## src/rtl/core/gyro_aided_differential_odometry_macros.svh

```systemverilog
// Assertion macros shared by the odometry block.
`ifndef GYRO_AIDED_DIFFERENTIAL_ODOMETRY_MACROS_SVH
`define GYRO_AIDED_DIFFERENTIAL_ODOMETRY_MACROS_SVH

// Consequent must hold in the same cycle as the antecedent.
`define GADO_ASSERT_SAME(label, clk, rst, ante, cons, msg) \
   label: assert property (@(posedge clk) disable iff (rst) (ante) |-> (cons)) \
      else $error(msg);

// Consequent must hold in the cycle after the antecedent.
`define GADO_ASSERT_NEXT(label, clk, rst, ante, cons, msg) \
   label: assert property (@(posedge clk) disable iff (rst) (ante) |=> (cons)) \
      else $error(msg);

`endif

```

## src/rtl/core/gado_pkg.sv

```systemverilog
// Shared types, constants and tables for the gyro-aided odometry block.
package gado_pkg;

   localparam int TRIG_ITERS_DEFAULT = 16;
   localparam int MAX_TABLE          = 24;
   localparam int ITER_W             = $clog2(MAX_TABLE);

   localparam logic signed [32:0] CORDIC_START = 33'sd652032874;

   // Configuration register indexes
   localparam logic [1:0] REG_LEFT_SCALE  = 2'd0;
   localparam logic [1:0] REG_RIGHT_SCALE = 2'd1;
   localparam logic [1:0] REG_START_X     = 2'd2;
   localparam logic [1:0] REG_START_Y     = 2'd3;

   typedef enum logic [1:0] {
      CMD_UPDATE    = 2'd0,
      CMD_REBASE    = 2'd1,
      CMD_LOAD_POSE = 2'd2,
      CMD_UNUSED    = 2'd3
   } gado_command_type;

   typedef enum logic [3:0] {
      OP_NONE,
      OP_CAPTURE,
      OP_REF,
      OP_REBASE,
      OP_LOAD_POSE,
      OP_MUL_L,
      OP_MUL_R,
      OP_SUM,
      OP_CORDIC_STEP,
      OP_ROTATE,
      OP_PP_HI,
      OP_PP_LO,
      OP_ROUND,
      OP_APPLY,
      OP_FINISH,
      OP_PUBLISH
   } gado_op_type;

   typedef struct packed {
      gado_op_type       op;
      logic              axis;   // 0 x, 1 y
      logic [ITER_W-1:0] iter;
   } gado_cmd_type;

   typedef struct packed {
      gado_command_type command;
      logic             rebase_pending;
   } gado_stat_type;

   // Arctangent of 2^-i as a binary angle scaled to 2^32 per turn
   function automatic logic signed [31:0] atan_entry(input logic [ITER_W-1:0] idx);
      logic signed [31:0] v;
      case (idx)
         5'd0:    v = 32'sd536870912;
         5'd1:    v = 32'sd316933406;
         5'd2:    v = 32'sd167458907;
         5'd3:    v = 32'sd85004756;
         5'd4:    v = 32'sd42667331;
         5'd5:    v = 32'sd21354465;
         5'd6:    v = 32'sd10679838;
         5'd7:    v = 32'sd5340245;
         5'd8:    v = 32'sd2670163;
         5'd9:    v = 32'sd1335087;
         5'd10:   v = 32'sd667544;
         5'd11:   v = 32'sd333772;
         5'd12:   v = 32'sd166886;
         5'd13:   v = 32'sd83443;
         5'd14:   v = 32'sd41722;
         5'd15:   v = 32'sd20861;
         5'd16:   v = 32'sd10430;
         5'd17:   v = 32'sd5215;
         5'd18:   v = 32'sd2608;
         5'd19:   v = 32'sd1304;
         5'd20:   v = 32'sd652;
         5'd21:   v = 32'sd326;
         5'd22:   v = 32'sd163;
         5'd23:   v = 32'sd81;
         default: v = 32'sd0;
      endcase
      return v;
   endfunction

endpackage

```

## src/rtl/core/gado_ctrl.sv

```systemverilog
// Controller of the odometry block: sequences the datapath one request at a time.
module gado_ctrl
   import gado_pkg::*;
#(
   parameter int TRIG_ITERS = TRIG_ITERS_DEFAULT
) (
   input  logic          clock,
   input  logic          reset,
   input  logic          req_tvalid,
   output logic          req_tready,
   output logic          rsp_tvalid,
   input  logic          rsp_tready,
   input  gado_stat_type stat,
   output gado_cmd_type  cmd
);

   localparam int ITERS_EFF = (TRIG_ITERS < MAX_TABLE) ? TRIG_ITERS : MAX_TABLE;

   typedef enum logic [3:0] {
      S_IDLE,
      S_DECODE,
      S_MUL_R,
      S_SUM,
      S_CORDIC,
      S_ROTATE,
      S_PP_HI,
      S_PP_LO,
      S_ROUND,
      S_APPLY,
      S_FINISH,
      S_PUBLISH
   } state_type;

   state_type         state_ff, state_in;
   logic              axis_ff, axis_in;
   logic [ITER_W-1:0] iter_ff, iter_in;
   logic              rsp_valid_ff, rsp_valid_in;

   always_comb begin
      state_in = state_ff;
      axis_in  = axis_ff;
      iter_in  = iter_ff;
      cmd.op   = OP_NONE;
      cmd.axis = axis_ff;
      cmd.iter = iter_ff;
      unique case (state_ff)
         S_IDLE: begin
            if (req_tvalid) begin
               cmd.op   = OP_CAPTURE;
               state_in = S_DECODE;
            end
         end
         S_DECODE: begin
            state_in = S_FINISH;
            unique case (stat.command)
               CMD_UPDATE: begin
                  if (stat.rebase_pending) begin
                     cmd.op = OP_REF;
                  end else begin
                     cmd.op   = OP_MUL_L;
                     state_in = S_MUL_R;
                  end
               end
               CMD_REBASE:    cmd.op = OP_REBASE;
               CMD_LOAD_POSE: cmd.op = OP_LOAD_POSE;
               CMD_UNUSED:    cmd.op = OP_NONE;
            endcase
         end
         S_MUL_R: begin
            cmd.op   = OP_MUL_R;
            state_in = S_SUM;
         end
         S_SUM: begin
            cmd.op   = OP_SUM;
            iter_in  = '0;
            state_in = S_CORDIC;
         end
         S_CORDIC: begin
            cmd.op = OP_CORDIC_STEP;
            if (iter_ff == ITER_W'(ITERS_EFF - 1)) begin
               state_in = S_ROTATE;
            end else begin
               iter_in = iter_ff + 1'b1;
            end
         end
         S_ROTATE: begin
            cmd.op   = OP_ROTATE;
            axis_in  = 1'b0;
            state_in = S_PP_HI;
         end
         S_PP_HI: begin
            cmd.op   = OP_PP_HI;
            state_in = S_PP_LO;
         end
         S_PP_LO: begin
            cmd.op   = OP_PP_LO;
            state_in = S_ROUND;
         end
         S_ROUND: begin
            cmd.op   = OP_ROUND;
            state_in = S_APPLY;
         end
         S_APPLY: begin
            cmd.op = OP_APPLY;
            if (axis_ff) begin
               state_in = S_FINISH;
            end else begin
               axis_in  = 1'b1;
               state_in = S_PP_HI;
            end
         end
         S_FINISH: begin
            cmd.op   = OP_FINISH;
            state_in = S_PUBLISH;
         end
         S_PUBLISH: begin
            // hold until the result register is free or being emptied
            if (!rsp_valid_ff || rsp_tready) begin
               cmd.op   = OP_PUBLISH;
               state_in = S_IDLE;
            end
         end
      endcase
   end

   always_comb begin
      if (cmd.op == OP_PUBLISH) begin
         rsp_valid_in = 1'b1;
      end else if (rsp_tready) begin
         rsp_valid_in = 1'b0;
      end else begin
         rsp_valid_in = rsp_valid_ff;
      end
   end

   always_ff @(posedge clock) begin
      if (reset) begin
         state_ff     <= S_IDLE;
         axis_ff      <= 1'b0;
         iter_ff      <= '0;
         rsp_valid_ff <= 1'b0;
      end else begin
         state_ff     <= state_in;
         axis_ff      <= axis_in;
         iter_ff      <= iter_in;
         rsp_valid_ff <= rsp_valid_in;
      end
   end

   assign req_tready = (state_ff == S_IDLE);
   assign rsp_tvalid = rsp_valid_ff;

endmodule

```

## config.mk

```make
export PLATFORM = sky130hd
export DESIGN_NAME = gado_ctrl
export DESIGN_NICKNAME = d
export VERILOG_FILES = /design/src/rtl/core/gyro_aided_differential_odometry_macros.svh /design/src/rtl/core/gado_pkg.sv /design/src/rtl/core/gado_ctrl.sv
export SDC_FILE = /design/constraint.sdc
export NUM_CORES = 1
export LEC_CHECK = 0
export BUFFER_PORTS_ARGS = -buffer_cell sky130_fd_sc_hd__buf_2
export CORE_MARGIN = 5
export CORE_UTILIZATION = 53
export CTS_BUF_LIST = sky130_fd_sc_hd__clkbuf_8
export DETAILED_ROUTE_END_ITERATION = 8
export PLACE_DENSITY = 0.8
export SYNTH_ARGS = -nofsm -noshare
export SYNTH_HDL_FRONTEND = slang
export SYNTH_SLANG_ARGS = --single-unit
```

## constraint.sdc

```tcl
create_clock -name clock -period 2.4 [get_ports clock]
set_input_delay 0.48 -clock clock [delete_from_list [all_inputs] [get_ports clock]]
set_output_delay 0.48 -clock clock [all_outputs]
set_load 0.005 [all_outputs]
```

; ---- Word-level counts from Yosys, hierarchy flattened
; Cells that the tools add are included.
[classes]
n_addsub = 1
multipliers = 0
div_mod_pow = 0
n_lt_le_gt_ge = 0
eq_ne = 20
n_shift = 0
muxes = 17
n_bitwise = 0
n_reduce_logical = 9
[ops]
columns = op, n
row1 = $pmux W4 S12, 2
row2 = $mux W4, 7
row3 = $eq A4 B4 Y1 const B, 5
row4 = $eq A4 B3 Y1 const B, 4
row5 = $pmux W4 S4, 1
row6 = $pmux W5 S2, 1
row7 = $eq A4 B2 Y1 const B, 2
row8 = $ne A2 B2 Y1 const B, 4
row9 = $reduce_bool A2 Y1, 3
row10 = $add A5 B1 Y5 const B, 1
row11 = $eq A5 B4 Y1 const B, 1
row12 = $mux W5, 1
row13 = $eq A2 B2 Y1 const B, 2
row14 = $eq A4 B1 Y1 const B, 1
row15 = $logic_not A4 Y1, 1
row16 = $mux W1, 3
row17 = $mux W3, 1
row18 = $reduce_and A3 Y1, 1
row19 = $eq A2 B1 Y1 const B, 1
row20 = $logic_not A2 Y1, 1
row21 = $pmux W1 S2, 1
row22 = $reduce_and A2 Y1, 1
row23 = $logic_not A1 Y1, 1
row24 = $logic_or A1 B1 Y1, 1
[totals]
register_bits = 11
latch_bits = 0
ram_bits = 0
rom_bits = 0
output_inout_bits = 12
n_memories = 0

; ---- Depth between registers and ports, before layout
; Gate-level depths: netlist (run 1).
[depth]
ltp_word = 6
mapped_depth = 7
depth_no_buf = 7

; ---- Least setup slack after synthesis (run 1)
; Ideal clock, no wire load.
[synth_timing]
path_kind = register -> register
startpoint = register iter_ff[0]
endpoint = register iter_ff[3]
t_arrival_ns = 1.824
required_ns = 2.285
path_slack_ns = 0.462
path_stages_with_launch = 8
period_less_slack_ns = 1.938
cell_sequence = dfxtp_1 ha_1 and3_1 ha_1 or4b_4 a211oi_1 xnor2_1 nor2_1
[synth_via]
elab_chain_len = 3
[synth_lines]
columns = item, line_no
row1 = "start, declared", gado_ctrl.sv:36  ; logic [ITER_W-1:0] iter_ff, iter_in;
row2 = "start signal, assigned", gado_ctrl.sv:145  ; iter_ff <= iter_in;
row3 = $add A5 B1 Y5 / $eq A5 B4 Y1 (equally long branches), "gado_ctrl.sv:83, gado_ctrl.sv:80"
row4 = $mux W5 / $ne A2 B2 Y1 (equally long branches), --
row5 = $pmux W5 S2 / $reduce_and A2 Y1 (equally long branches), --
; Parallel ways exist; a longest one is shown, timed or not. The select of a mux whose other input is x is not followed.
; A chain may end at the register's enable or synchronous reset.

==> out/qor.log, run 1 <==
[outcome] status finished clean
[floorplanning] core outline area 1318 um2
[sta] period utilisation layout 92.67%
[global_route] largest net degree at the start of global routing 21
[floorplanning] starting density of the core 56.60%
[clocking] total of cells resized after clock tree synthesis 0
[worst_setup_path] path depth of the worst reg2reg path 7
[cells_and_area] most common cell after layout, fill and taps aside sky130_fd_sc_hd__buf_2
[sta] Slew headroom 58.89%
[routing] initial drt markers 29
[placed_design] Inst Count DP 123
[clocking] number of sinks driven by the clock tree 11
[cells_and_area] total of fill cells in the finished design 118
[placed_design] worst slack at placement 0.3166 ns
[routing] Remaining DRCs 0
[sta] RSZ-0062 raised after global routing false
[floorplanning] area of the die 2257 um2
[min_path] hold path cells 2
[global_route] first-pass GRT wire length 2967 um
[worst_setup_path] critical path arrival 1.74 ns
[worst_setup_path] worst reg2reg path startpoint iter_ff[0]
[worst_setup_path] worst endpoint required time 1.92 ns
[cells_and_area] total inserted antenna cells 0
[cells_and_area] layout cell share with drive strength beyond 1 22.32%
[power] Leakage 0.3453 nW
[clocking] register clock-pin slew on the reported worst setup and hold paths 0.05 ns
[sta] Worst Skew 0.001134 ns
[logic_synthesis] Synth Instances 97
[clocking] maximum level of the CTS H-tree 1
[routing] detailed-routed wire length on met2 885 um
[cells_and_area] most frequent cells in the layout 18 x sky130_fd_sc_hd__buf_2, 11 x sky130_fd_sc_hd__dfxtp_1, 10 x sky130_fd_sc_hd__a21oi_1
[worst_setup_path] crit path cell chain nand2_1, a221oi_1, o22a_1, buf_2
[cells_and_area] Layout Area Growth over Synthesis 16.11%
[global_route] via count of the first global-routing pass 696
[worst_setup_path] worst setup slack for register-to-register paths 0.33 ns
[power] Pwr Total 0.0006146 W
[floorplanning] standard-cell rows 13
[global_route] initial antenna violation count 0
[routing] drt via density 6.118
[routing] Met1 Wirelength 792 um
[power] peak supply drop 369.2 uV
[floorplanning] die outline width 47.51 um
[logic_synthesis] Synth Warn # 0
[worst_setup_path] timing startpoint of the critical path state_ff[0]
[routing] detailed-route wire length per cell 14.35 um
[sta] count of final setup violators 0
[min_path] Hold Path Class reg -> reg
[global_route] total grt overflow 0
[routing] wire length on met3 119 um
[routing] count of nets left with antenna violations after detail routing 0
[sta] setup ws final 0.1760 ns
[logic_synthesis] synthesized netlist net count 106
[logic_synthesis] post-synthesis sequential area ratio 29.53%
[worst_setup_path] Top Family by Delay on Critical Path flip-flops
[clocking] clock latency reported for the late side of the worst-skew pair 0.24 ns
[clocking] hold buffers post-CTS 0
[min_path] sink of the worst hold path axis_ff
[worst_setup_path] critical-path cell with the highest stage delay sky130_fd_sc_hd__dfxtp_1
[worst_setup_path] sort of element at the start of the critical path register
[clocking] CTS tree built
[worst_setup_path] buffering stage count on the worst path with inverters included 1
[cells_and_area] NumNets Final 122
[placed_design] number of port buffers 18
[power] Cell Pwr Density 709.9 nW/um2
[min_path] hold path start axis_ff
[routing] total via count in the routed design 777
[floorplanning] number of top-level pins 19
[clocking] cts bufs inserted 3
[floorplanning] vertical die dimension 47.51 um
[routing] Final Routed Wirelength 1822 um
[worst_setup_path] Worst setup EP type primary output
[clocking] CTS root buffer sky130_fd_sc_hd__clkbuf_8
[routing] top layer in use met4
[flow_run] Maximum Capacitance Violations 0
[worst_setup_path] slowest cell delay on critical path 0.71 ns
[sta] final worst path period need 2.224 ns
[sta] Least-Margin Pin Slew 0.6158 ns
[logic_synthesis] Mapped Area 745.7 um2
[worst_setup_path] largest fanout on the critical path 20
[worst_setup_path] reg-to-reg critical path endpoint iter_ff[1]
[sta] max frequency 0.4496 GHz
[placed_design] GPL Wtd Cong 0.8560
[routing] first-pass iteration count of the detailed router 4
[global_route] overall routing resource usage 18.71%
[placed_design] DPL Wire Length 1306 um
[sta] count of endpoints failing hold in the final timing report 0
[logic_synthesis] count of different cell masters after synthesis 35
[clocking] Setup Fix Bufs, Post-CTS 0
[worst_setup_path] Setup CP Type reg -> out
[cells_and_area] area of the multi-input gates 465.4 um2
[cells_and_area] final non-filler cell total 127
[logic_synthesis] number of register bits inferred by synthesis 11
[logic_synthesis] mean instance size in the synthesized netlist 7.688 um2
[sta] final sum of negative setup slack 0 ns
[clocking] Bufs on Longest Clock Path 2
[cells_and_area] sequential cell area in the final layout 220.2 um2
[sta] pins over their slew limit 0
==> sequential cells by signal, indices dropped and copies added, names as in the netlist <==
name,cells
axis_ff,1
state_ff,4
iter_ff,5
rsp_tvalid,1
==> routing by layer <==
layer / GRT usage, % / vias to the layer above
met5: 0 / -
met1: 21.90 / 357
met4: 7.735 / 0
met3: 6.015 / 5
met2: 31.28 / 30
li1: - / 385
==> Yosys cell counts <==
library cell | number | area (um2)
sky130_fd_sc_hd__o22a_1 | 1 | 8.760
sky130_fd_sc_hd__ha_1 | 2 | 25.02
sky130_fd_sc_hd__nand4b_1 | 1 | 8.760
sky130_fd_sc_hd__a21o_1 | 2 | 15.01
sky130_fd_sc_hd__nor3_1 | 3 | 15.01
sky130_fd_sc_hd__xnor2_1 | 2 | 17.52
sky130_fd_sc_hd__a31o_2 | 1 | 8.760
sky130_fd_sc_hd__nor4_1 | 1 | 6.260
sky130_fd_sc_hd__a21oi_1 | 10 | 50.05
sky130_fd_sc_hd__mux2i_1 | 1 | 10.01
sky130_fd_sc_hd__or3_1 | 1 | 6.260
sky130_fd_sc_hd__buf_1 | 1 | 3.750
sky130_fd_sc_hd__nand2_1 | 7 | 26.28
sky130_fd_sc_hd__a41o_1 | 1 | 10.01
sky130_fd_sc_hd__a211oi_1 | 1 | 7.510
sky130_fd_sc_hd__dfxtp_1 | 11 | 220.2
sky130_fd_sc_hd__a2111oi_0 | 1 | 8.760
sky130_fd_sc_hd__a31oi_1 | 1 | 6.260
sky130_fd_sc_hd__and3_1 | 1 | 6.260
sky130_fd_sc_hd__or4b_4 | 2 | 27.53
sky130_fd_sc_hd__o21ai_0 | 8 | 40.04
sky130_fd_sc_hd__nand2b_1 | 3 | 18.77
sky130_fd_sc_hd__a221oi_1 | 2 | 17.52
sky130_fd_sc_hd__o32a_1 | 1 | 10.01
sky130_fd_sc_hd__buf_4 | 1 | 7.510
sky130_fd_sc_hd__nand3b_1 | 2 | 15.01
sky130_fd_sc_hd__nor2_1 | 7 | 26.28
sky130_fd_sc_hd__nand3_1 | 2 | 10.01
sky130_fd_sc_hd__o311a_1 | 1 | 10.01
sky130_fd_sc_hd__inv_1 | 5 | 18.77
sky130_fd_sc_hd__o31ai_1 | 3 | 22.52
sky130_fd_sc_hd__clkbuf_1 | 5 | 18.77
sky130_fd_sc_hd__nor2b_1 | 4 | 25.02
sky130_fd_sc_hd__nand4_1 | 1 | 6.260
sky130_fd_sc_hd__buf_6 | 1 | 11.26
==> tightest hold or removal path, stage by stage, from the launching register on <==
cell and delay, ns:
sky130_fd_sc_hd__dfxtp_1 0.33, sky130_fd_sc_hd__nand2_1 0.06, sky130_fd_sc_hd__a21oi_1 0.06
==> report_power, final <==
group | total (W) | switching, W | internal, W
clock network | 0.000184 | 0.0000717 | 0.000112
logic | 0.000189 | 0.0000965 | 0.0000921
registers | 0.000242 | 0.0000427 | 0.000199
==> layout make-up <==
class,instances,share of cell area [%]
inverter,5,2.168
timing repair buffer,19,11.27
multi-input combinational,73,53.76
sequential,11,25.43
clock buffer,3,4.769
clock inverter,1,0.4335
tap,15,2.168
==> kinds of logic after synthesis <==
logic type	synth area share, %
xor gates and xnor gates	2.349
muxes	1.342
buffers and inverters	8.054
AOI/OAI and AO/OA	28.86
and+or+nand+nor	26.51
DFF	29.53
adders and majority gates	3.355
==> worst max-delay path by stage <==
stage                            end  slack, ns  depth (start not counted)
final                         cmd[6]       0.18                          4
after global routing          cmd[6]       0.04                          4
after detailed placement  iter_ff[3]       0.32                          7
after CTS                     cmd[6]       0.20                          4
after floorplan           iter_ff[3]       0.46                          7
after global placement    iter_ff[3]       0.40                          7
==> stage by stage <==
| stage | area, um2 | utilization [%] | hold slack, ns |
|---|---|---|---|
| after CTS | 865.8 | 65.72 | 0.5012 |
| after global routing | 865.8 | 65.72 | 0.5282 |
| after global placement | 820.8 | 62.30 | 0.4871 |
| after floorplan | 745.7 | - | 0.4653 |
| final | 865.8 | 65.72 | 0.4942 |
| after detailed placement | 820.8 | 62.30 | 0.4934 |
(Power assumes the default switching activity.)
==> inputs of run 2 (changes only) <==
CELL_PAD_IN_SITES_DETAIL_PLACEMENT = 1   (was unset)
CELL_PAD_IN_SITES_GLOBAL_PLACEMENT = 2   (was unset)
CORE_ASPECT_RATIO = 1.4   (was unset)
CORE_UTILIZATION = 30   (was 53)
==> run 2 against run 1 <==
  * Sequential share of layout area is 1.1 points lower
  * Total power is 2.1% higher
  * Critical endpoint unchanged
  * Largest power group unchanged
  * Sequential cell count stayed put
  * Maximum frequency is 2.1% higher
  * Die area is 59% higher
  * Non-clock buffer count is 2 higher
  * Worst setup slack better by 0.046 ns
==> out/qor.log, run 2 (synthesis results as in run 1) <==
[min_path] Hold Path Class reg -> reg
[placed_design] number of port buffers 18
[clocking] CTS tree built
[cells_and_area] total of fill cells in the finished design 318
[flow_run] Maximum Capacitance Violations 0
[global_route] met2 track demand over resource 25.79%
[worst_setup_path] slowest cell delay on critical path 0.59 ns
[worst_setup_path] crit path cell chain inv_1, nand3_1, o31ai_1, o22a_1, buf_2
[routing] initial drt markers 16
[floorplanning] number of top-level pins 19
[cells_and_area] Layout Area Growth over Synthesis 21.31%
[clocking] cts bufs inserted 3
[routing] count of nets left with antenna violations after detail routing 0
[floorplanning] starting density of the core 31.19%
[global_route] largest net degree at the start of global routing 17
[worst_setup_path] Setup CP Type reg -> out
[global_route] met1 routing resource usage after global routing 15.27%
[global_route] initial antenna violation count 0
[sta] max frequency 0.4592 GHz
[floorplanning] vertical die dimension 68.99 um
[clocking] Bufs on Longest Clock Path 2
[routing] Final Routed Wirelength 2230 um
[outcome] status finished clean
[worst_setup_path] largest fanout on the critical path 13
[routing] first-pass iteration count of the detailed router 4
[sta] count of final setup violators 0
[worst_setup_path] worst endpoint required time 1.92 ns
[global_route] first-pass GRT wire length 3608 um
[clocking] total of cells resized after clock tree synthesis 0
[sta] Worst Skew 0.007472 ns
[cells_and_area] top flop regs iter_ff (5), state_ff (4)
[floorplanning] standard-cell rows 21
[sta] period utilisation layout 90.74%
[global_route] via count of the first global-routing pass 782
[global_route] overall routing resource usage 13.53%
[cells_and_area] layout cell share with drive strength beyond 1 23.68%
[global_route] gr busiest metal met2
[clocking] CTS root buffer sky130_fd_sc_hd__clkbuf_8
[cells_and_area] NumNets Final 124
[cells_and_area] total inserted antenna cells 0
[clocking] hold buffers post-CTS 0
[floorplanning] area of the die 3597 um2
[worst_setup_path] critical-path cell with the highest stage delay sky130_fd_sc_hd__dfxtp_1
[cells_and_area] register ranked first by flip-flop count iter_ff
[cells_and_area] most frequent cells in the layout 18 x sky130_fd_sc_hd__buf_2, 11 x sky130_fd_sc_hd__dfxtp_1, 10 x sky130_fd_sc_hd__a21oi_1
[power] peak supply drop 258.5 uV
[sta] Least-Margin Pin Slew 0.4994 ns
[routing] drt via density 5.351
[routing] detailed-route wire length per cell 15.07 um
[placed_design] GPL Wtd Cong 0.7134
[clocking] number of sinks driven by the clock tree 11
[global_route] met3 global-route usage 1.505%
[floorplanning] core outline area 2391 um2
[sta] final sum of negative setup slack 0 ns
[cells_and_area] most common cell after layout, fill and taps aside sky130_fd_sc_hd__buf_2
[power] Cell Pwr Density 693.5 nW/um2
[placed_design] DPL Wire Length 1714 um
[clocking] register clock-pin slew on the reported worst setup and hold paths 0.06 ns
[sta] RSZ-0062 raised after global routing false
[sta] pins over their slew limit 0
[clocking] clock latency reported for the late side of the worst-skew pair 0.24 ns
[sta] final worst path period need 2.178 ns
[worst_setup_path] critical path arrival 1.70 ns
[placed_design] worst slack at placement 0.3069 ns
[sta] setup ws final 0.2222 ns
[routing] total via count in the routed design 792
[worst_setup_path] Worst setup EP type primary output
[power] Leakage 0.3556 nW
[cells_and_area] number of flip-flops under the largest register name 5
[clocking] maximum level of the CTS H-tree 1
[global_route] total grt overflow 0
[sta] count of endpoints failing hold in the final timing report 0
[clocking] Setup Fix Bufs, Post-CTS 0
[sta] Slew headroom 66.66%
[routing] Remaining DRCs 0
[floorplanning] die outline width 52.14 um
[worst_setup_path] sort of element at the start of the critical path register
-- run 2: changes by cell type in the layout (fill, tap and decap cells not counted) --
cell / before / now
sky130_fd_sc_hd__buf_4: 1 / 3
-- run 2: where the power goes --
| part | switching [W] | internal, W | leakage, nW |
|---|---|---|---|
| logic | 0.000114 | 0.0000992 | 0.239 |
| registers | 0.0000326 | 0.000199 | 0.0894 |
| clock network | 0.0000701 | 0.000112 | 0.0269 |
| total | 0.000217 | 0.000410 | 0.356 |
-- run 2: final cells by class --
cell class	instances	area, um2	area share (%)
Multi-Input combinational cell	73	465.4	51.45
Sequential cell	11	220.2	24.34
Timing Repair Buffer	21	112.6	12.45
Tap cell	34	42.54	4.703
Clock buffer	3	41.29	4.564
Inverter	5	18.77	2.075
Clock inverter	1	3.754	0.4149
-- run 2: worst paths after layout --
check	startpoint	end	slack, ns	cells past startpoint
min	iter_ff[1]	iter_ff[1]	0.51	2
min reg2reg	iter_ff[1]	iter_ff[1]	0.51	2
max	state_ff[2]	cmd[6]	0.22	5
max reg2reg	iter_ff[0]	iter_ff[1]	0.28	7
-- run 2: layer usage --
metal	share of wire, %	vias up
met5	0	-
met4	1.4	0
met3	3.6	2
met2	53	18
met1	42	385
li1	-	387
-- run 2: worst max-delay path: cells and delay by family, from the launching register on --
family	cells	cell delay (ns)
AO/OA/AOI/OAI	2	0.31
buffers and inverters	2	0.38
flip-flops	1	0.59
AND/OR/NAND/NOR	1	0.18
-- run 2: stage by stage --
| step | power [W] | utilization, % | hold WS [ns] | std cells | cell area [um2] |
|---|---|---|---|---|---|
| final | 0.0006273 | 37.83 | 0.5077 | 148 | 904.6 |
| after detailed placement | 0.0004481 | 35.95 | 0.5002 | 144 | 859.6 |
| after global placement | 0.0004460 | 35.95 | 0.4943 | 144 | 859.6 |
| after global routing | 0.0006727 | 37.83 | 0.5391 | 148 | 904.6 |
| after floorplan | 0.0003760 | - | 0.4653 | 97 | 745.7 |
| after CTS | 0.0006364 | 37.83 | 0.5116 | 148 | 904.6 |
==> inputs of run 3 (changes only) <==
clock period = 2.11 ns   (was 2.4 ns; I/O delays follow)
==> run 3 against run 2 <==
  * Non-clock buffer count is 5 higher
  * Worst setup slack worse by 0.13 ns
  * Sequential power is 18% higher
==> out/qor.log, run 3 (synthesis results as in run 1) <==
[outcome] status finished clean
[worst_setup_path] critical-path cell with the highest stage delay sky130_fd_sc_hd__or4b_4
[placed_design] GPL Wtd Cong 0.7872
[cells_and_area] final non-filler cell total 153
[floorplanning] number of top-level pins 19
[routing] Final Routed Wirelength 2366 um
[worst_setup_path] Worst path most repeated cell sky130_fd_sc_hd__ha_4
[global_route] via count of the first global-routing pass 828
[worst_setup_path] Worst setup EP type register
[routing] Remaining DRCs 0
[clocking] hold buffers post-CTS 0
[cells_and_area] total of fill cells in the finished design 295
[sta] count of endpoints failing hold in the final timing report 0
[sta] max frequency 0.4953 GHz
[power] peak supply drop 206.1 uV
[floorplanning] die outline width 52.14 um
[cells_and_area] register ranked first by flip-flop count iter_ff
[clocking] CTS tree built
[clocking] cts bufs inserted 3
[sta] count of final setup violators 0
[sta] Least-Margin Pin Slew 0.3331 ns
[floorplanning] standard-cell rows 21
[clocking] clock latency reported for the late side of the worst-skew pair 0.24 ns
[worst_setup_path] sort of element at the start of the critical path register
[sta] final worst path period need 2.019 ns
[worst_setup_path] buffering stage count on the worst path with inverters included 0
[power] Leakage 0.3808 nW
[worst_setup_path] worst endpoint required time 2.24 ns
[cells_and_area] total non-filler cell area in the finished layout 1012 um2
[cells_and_area] most frequent cells in the layout 18 x sky130_fd_sc_hd__buf_2, 9 x sky130_fd_sc_hd__a21oi_1, 8 x sky130_fd_sc_hd__o21ai_0, 8 x sky130_fd_sc_hd__buf_4
[sta] pins over their slew limit 0
[sta] setup ws final 0.09116 ns
[floorplanning] starting density of the core 31.19%
[global_route] largest net degree at the start of global routing 14
[cells_and_area] top flop regs iter_ff (5), state_ff (4)
[cells_and_area] number of flip-flops under the largest register name 5
[cells_and_area] NumNets Final 129
[placed_design] DPL Wire Length 1764 um
[power] Cell Pwr Density 733.4 nW/um2
[global_route] initial antenna violation count 0
[cells_and_area] total inserted antenna cells 0
[routing] detailed-route wire length per cell 15.46 um
[global_route] overall routing resource usage 14.30%
[worst_setup_path] Top Family by Delay on Critical Path simple AND/OR/NAND/NOR gates
[floorplanning] area of the die 3597 um2
[worst_setup_path] slowest cell delay on critical path 0.56 ns
[flow_run] Maximum Capacitance Violations 0
[placed_design] number of port buffers 18
[routing] initial drt markers 10
[min_path] Hold Path Class in -> reg
[placed_design] worst slack at placement -0.02230 ns
[cells_and_area] Layout Area Growth over Synthesis 35.74%
[global_route] first-pass GRT wire length 3822 um
[cells_and_area] final core utilization 42.33%
[clocking] CTS root buffer sky130_fd_sc_hd__clkbuf_8
[worst_setup_path] critical path arrival 2.15 ns
[clocking] register clock-pin slew on the reported worst setup and hold paths 0.05 ns
[power] Switch Pwr 0.0002605 W
[power] Internal Pwr Total 0.0004818 W
[placed_design] Inst Count DP 147
[routing] count of nets left with antenna violations after detail routing 0
[floorplanning] core outline area 2391 um2
[power] part of the total power dissipated in combinational logic 35.4%
[routing] first-pass iteration count of the detailed router 4
[power] fraction of power spent switching nets 35.09%
[routing] drt via density 5.386
[sta] Worst Skew 0.001009 ns
[sta] Slew headroom 77.22%
[power] fraction of power consumed by sequential logic 36.8%
[clocking] Bufs on Longest Clock Path 2
[floorplanning] vertical die dimension 68.99 um
[power] share of total power in the clock network 27.9%
[global_route] total grt overflow 0
[worst_setup_path] Setup CP Type reg -> reg
[clocking] number of sinks driven by the clock tree 11
[cells_and_area] layout cell share with drive strength beyond 1 36.13%
[sta] RSZ-0062 raised after global routing false
[placed_design] area of placed instances 882.1 um2
[worst_setup_path] largest fanout on the critical path 5
[sta] period utilisation layout 95.68%
[worst_setup_path] crit path cell chain ha_4, and3_4, ha_4, or4b_4, a211oi_4, xnor2_1, nor2_1
[routing] total via count in the routed design 824
[cells_and_area] most common cell after layout, fill and taps aside sky130_fd_sc_hd__buf_2
[clocking] maximum level of the CTS H-tree 1
[run 3: area by class of cell]
type | instances | area [um2] | area share, %
Clock buffer | 3 | 41.29 | 4.079
Clock inverter | 1 | 3.754 | 0.3708
Inverter | 5 | 18.77 | 1.854
Multi-Input combinational cell | 73 | 528.0 | 52.16
Sequential cell | 11 | 227.7 | 22.50
Tap cell | 34 | 42.54 | 4.203
Timing Repair Buffer | 26 | 150.1 | 14.83
[run 3: power groups by stage]
stage          clock (W)  combinational, W  sequential (W)
2_1_floorplan          0          0.000186        0.000242
3_3_place_gp           0          0.000242        0.000272
3_5_place_dp           0          0.000245        0.000271
4_1_cts         0.000215          0.000251        0.000268
5_1_grt         0.000221          0.000293        0.000278
6_report        0.000207          0.000263        0.000273
[run 3: worst paths after layout]
check | from | endpoint | slack, ns | cells after the start
max | iter_ff[0] | iter_ff[3] | 0.09 | 7
min | reset | state_ff[2] | 0.48 | 2
max reg2reg | iter_ff[0] | iter_ff[3] | 0.09 | 7
min reg2reg | axis_ff | axis_ff | 0.52 | 2
[run 3: routing by layer]
metal | GRT usage [%] | wire, um
met5 | 0 | 0
met3 | 1.505 | 54
met2 | 25.79 | 1297
met4 | 7.668 | 23
met1 | 16.36 | 991
[run 3: timing repair]
action                     in CTS  in global routing
setup endpoints to repair       1                  5
setup buffers                   0                  2
cloned                          0                  0
resized for setup               2                 14
pin swaps                       0                  4
[run 3: metrics by stage]
| stage | total power [W] | hold slack, ns | TNS [ns] |
|---|---|---|---|
| finish | 0.0007424 | 0.4847 | 0 |
| global route | 0.0007919 | 0.5008 | 0 |
| CTS | 0.0007334 | 0.4829 | 0 |
| detailed placement | 0.0005165 | 0.5014 | -0.02230 |
| global placement | 0.0005132 | 0.4897 | 0 |
| floorplan | 0.0004276 | 0.4653 | 0 |
[run 3: worst register-to-register path, delay by kind of cell (launching register included)]
family | cells | cell delay, ns
AND/OR/NAND/NOR | 3 | 0.80
AO/OA/AOI/OAI | 1 | 0.28
flip-flops | 1 | 0.36
adder cells (fa/ha/maj) | 2 | 0.32
XOR/XNOR | 1 | 0.14
